### config.mk
export PLATFORM = sky130hd
export DESIGN_NAME = sis_cell
export DESIGN_NICKNAME = d
export VERILOG_FILES = /design/src/sv/sis_pkg.sv /design/src/sv/sis_cell.sv
export SDC_FILE = /design/constraint.sdc
export NUM_CORES = 1
export LEC_CHECK = 0
export ABC_AREA = 1
export BUFFER_PORTS_ARGS = -buffer_cell sky130_fd_sc_hd__buf_2
export CORE_MARGIN = 4
export CORE_UTILIZATION = 49
export CTS_CLUSTER_DIAMETER = 60
export CTS_CLUSTER_SIZE = 12
export DETAILED_ROUTE_END_ITERATION = 10
export PLACE_DENSITY_LB_ADDON = 0.15
export SLEW_MARGIN = 10
export SYNTH_ARGS = -nofsm -noshare
export SYNTH_HDL_FRONTEND = slang
export SYNTH_SLANG_ARGS = --single-unit
export TNS_END_PERCENT = 20
### constraint.sdc
create_clock -name i_clk -period 5.9 [get_ports i_clk]
set_input_delay 0.295 -clock i_clk [delete_from_list [all_inputs] [get_ports i_clk]]
set_output_delay 0.295 -clock i_clk [all_outputs]
set_load 0.1 [all_outputs]
### src/sv/sis_pkg.sv
`timescale 1ns / 1ps
// Shared types and constants for the sorted integer set.
// No dependencies.
package sis_pkg;

    localparam int KEY_W = 32;
    localparam int OCC_W = 7;

    typedef logic signed [KEY_W-1:0] t_key;

    typedef enum logic [1:0] {
        CMD_ADD      = 2'd0,
        CMD_REMOVE   = 2'd1,
        CMD_CONTAINS = 2'd2,
        CMD_CLEAR    = 2'd3
    } t_cmd;

    typedef enum logic [1:0] {
        ST_IDLE,
        ST_CMP,
        ST_APPLY
    } t_state;

    // broadcast control from the sequencer to every cell
    typedef struct packed {
        logic cmp;
        logic ins;
        logic rem;
        logic clr;
    } t_cell_ctl;

endpackage

### src/sv/sis_cell.sv
`timescale 1ns / 1ps
// One cell of the ordered key chain: holds a key and its occupied bit.
// Depends on sis_pkg.
module sis_cell (
    input  logic               i_clk,
    input  logic               i_rst_n,
    input  sis_pkg::t_cell_ctl i_ctl,
    input  sis_pkg::t_key      i_key,
    input  sis_pkg::t_key      i_prev_key,
    input  logic               i_prev_lt,
    input  logic               i_prev_occ,
    input  sis_pkg::t_key      i_next_key,
    input  logic               i_next_occ,
    output sis_pkg::t_key      o_key,
    output logic               o_occ,
    output logic               o_lt,
    output logic               o_eq
);
    import sis_pkg::*;

    t_key r_key;
    logic r_occ;
    logic r_lt;
    logic r_eq;

    always_ff @(posedge i_clk) begin
        if (!i_rst_n) begin
            r_occ <= 1'b0;
        end else if (i_ctl.clr) begin
            r_occ <= 1'b0;
        end else if (i_ctl.ins) begin
            r_occ <= r_occ | i_prev_occ;
        end else if (i_ctl.rem && !r_lt) begin
            r_occ <= i_next_occ;
        end
    end

    // keys below the insert point stay; the insert point takes the new key,
    // cells above it take their lower neighbor's key
    always_ff @(posedge i_clk) begin
        if (i_ctl.ins && !r_lt) begin
            r_key <= i_prev_lt ? i_key : i_prev_key;
        end else if (i_ctl.rem && !r_lt) begin
            r_key <= i_next_key;
        end
    end

    always_ff @(posedge i_clk) begin
        if (i_ctl.cmp) begin
            r_lt <= r_occ && (r_key < i_key);
            r_eq <= r_occ && (r_key == i_key);
        end
    end

    assign o_key = r_key;
    assign o_occ = r_occ;
    assign o_lt  = r_lt;
    assign o_eq  = r_eq;

endmodule

==> flow_metrics.tcl <==
set metrics [dict create \
    worst_setup_path_start_kind "register" \
    multi_input_area_mm2 0.00138 \
    area_delta_synth_final_pct 32.7 \
    synthXorXnorAreaFrac_pct 0 \
    synth-simple-area-share_pct 24.0 \
    cts_setup_buffers 0 \
    cts_tree "yes" \
    met3_length_um 591 \
    cts_hold_buf 0 \
    drv_slew 0 \
    postSynth.asyncResetShare_pct 0 \
    power.switching_w 0.000369 \
    comb_power_share_pct 39.2 \
    clkPwrFrac_pct 25.7 \
    antenna_found_initial 0 \
    synth_cell_type_count 29 \
    crit_required_ns 5.81 \
    dr.first_iter.drc_count 72 \
    drv_cap 0 \
    powerDensity_mw_per_mm2 257 \
    dieArea_mm2 0.00661 \
    seq_power_share_pct 35.1 \
    worstSkewPairLatency_ns 0.29 \
    dieWidth_um 81.3 \
    grt_pass1_wl_um 10100 \
    seqCellArea_mm2 0.00104 \
    cts_resized 0 \
    drive_gt1_share_pct 35.1 \
    total_power_w 0.000898 \
    clk_pin_slew_ns 0.08 \
    synth_seq_cells 35 \
    final.setup.tns_ns 0 \
    drt_wl_total_um 6640 \
    first_global_vias 2435 \
    wl_met2_um 3240 \
    pre_cts_slack_ns 4.06 \
    ys.flop_type "edfxtp_1" \
    mostFrequentLayoutCells "buf_2, nand2_1, inv_1, nor2_1, edfxtp_1" \
    synth_nets 467 \
    fin_nets 601 \
    p_leak_nw 1.84 \
    path_max_fanout 32 \
    drt-met1-wl_um 2720 \
    ios 140 \
    yosysSeqAreaShare_pct 39.5 \
    gp_congestion 0.783 \
    synth-compound-area-share_pct 12.8 \
    core_area_mm2 0.00517 \
    fin_crit_ns 1.78 \
    outcome "finished clean" \
    slew_headroom_pct 29.3 \
    drc 0 \
    setup_ws_ns 4.12 \
    muxShareOfSynthArea_pct 0 \
    drtAntennaViolNets 0 \
    final_area_mm2 0.00350 \
    grt_max_degree 65 \
    max_freq_ghz 0.561 \
    critical-path-max-stage-delay_ns 0.87 \
    syn_area_mm2 0.00264 \
    numCtsBuffers 5 \
    dpl.hpwl_um 5220 \
    antenna_cells 0 \
    synth_edf_count 34 \
    hold_violations 0 \
    crit_chain "o21ai_4" \
    num_vias 2618 \
    worst_path_max_delay_cell "o21ai_4" \
    setup_violations 0 \
    highest_layer "met4" \
    synth_top_family_by_area "simple AND/OR/NAND/NOR gates" \
    crit_type "reg -> reg" \
    internal_power_w 0.000529 \
    fin_skew_ns 0.0101 \
    ctsRootBufferMaster "clkbuf_8" \
    placementRows 26 \
    place_inst 527 \
    end_kind "register" \
    synthCells 330 \
    io_buffers 139 \
    ys_warn_count 0 \
    layout.cells.most_common "buf_2" \
    cp_num_buf_inv 0 \
    syn_area_per_cell_um2 7.98 \
    nFillCells 464 \
    min_period_over_period_pct 30.2 \
    grt_util_all_layers_pct 19.7 \
    clk_path_buf_depth 2 \
    final_cells 535 \
    hold_path_class "in -> reg" \
    rsz0062_at_grt "false" \
    tightest_slew_ns 1.06 \
    start_util_pct 50.9 \
    routedWlPerCell_um 12.4 \
    overflow 0 \
    die_y_um 81.3 \
    synthAdderAreaFrac_pct 15.2 \
    p_sw_share_pct 41.1 \
    clock-sinks 35 \
    viasPerCell 4.89 \
    htree_levels 2 \
    crit_family "compound AO/OA/AOI/OAI gates" \
    cp.arrival_ns 1.69 \
    dpl_cell_area_mm2 0.00338 \
    dr.pass1.iters 5 \
    peakVddDrop_mv 0.163 \
]
## layout make-up
cell class | instances | share of cell area [%]
flip-flops and latches | 35 | 29.8
multi-input cells | 238 | 39.5
clock buffers | 6 | 2.36
repair buffers | 140 | 20.1
inverters | 44 | 4.72
clock inverters | 2 | 1.00
well taps | 70 | 2.51
## cells by family (layout without fill, tap and decap cells)
| family | after synthesis | count (layout) |
|---|---|---|
| DFF | 35 | 35 |
| buffers and inverters | 57 | 192 |
| and+or+nand+nor | 152 | 152 |
| adders and majority gates | 32 | 32 |
| AOI/OAI and AO/OA | 54 | 54 |
## Yosys cell counts (all sizes together) (3+ instances only)
| cell type | instances | area, um2 |
|---|---|---|
| a21oi | 15 | 90.1 |
| buf | 8 | 40.0 |
| ha | 32 | 400 |
| inv | 44 | 165 |
| nor2 | 42 | 168 |
| a31oi | 32 | 200 |
| edfxtp | 34 | 1020 |
| nand2 | 99 | 384 |
| nand3 | 3 | 15.0 |
| nor3 | 3 | 20.0 |
| clkbuf | 5 | 18.8 |
| o21ai | 3 | 15.0 |
## state kept, by name, indices dropped and copies added, names as in the netlist
name / count
o_lt: 1
o_eq: 1
o_occ: 1
o_key: 32
## through the flow
step,utilization (%),hold WS (ns)
3_3_place_gp,65.3,0.469
5_1_grt,67.6,0.151
3_5_place_dp,65.3,0.472
2_1_floorplan,-,0.373
4_1_cts,67.6,0.152
6_report,67.6,0.158
## power by group through the flow
| stage | registers (W) | logic [W] | clock network [W] |
|---|---|---|---|
| 2_1_floorplan | 0.000480 | 0.000112 | 0 |
| 3_3_place_gp | 0.000319 | 0.000350 | 0 |
| 3_5_place_dp | 0.000321 | 0.000355 | 0 |
| 4_1_cts | 0.000315 | 0.000356 | 0.000235 |
| 5_1_grt | 0.000318 | 0.000383 | 0.000246 |
| 6_report | 0.000315 | 0.000352 | 0.000231 |
## routing by layer
| metal | global-route usage [%] | vias up |
|---|---|---|
| li1 | - | 1377 |
| met1 | 22.6 | 1137 |
| met2 | 35.5 | 96 |
| met3 | 4.99 | 8 |
| met4 | 6.25 | 0 |
| met5 | 0 | - |
## path summary, 6_finish.rpt
path	from	to	slack, ns	depth (start not counted)
setup reg to reg	o_lt	o_key[9]	4.12	1
hold reg to reg	o_occ	o_lt	0.61	2
hold / removal	i_ctl[0]	o_occ	0.16	2
setup / recovery	o_lt	o_key[9]	4.12	1
Power figures use the tool's default switching activity.
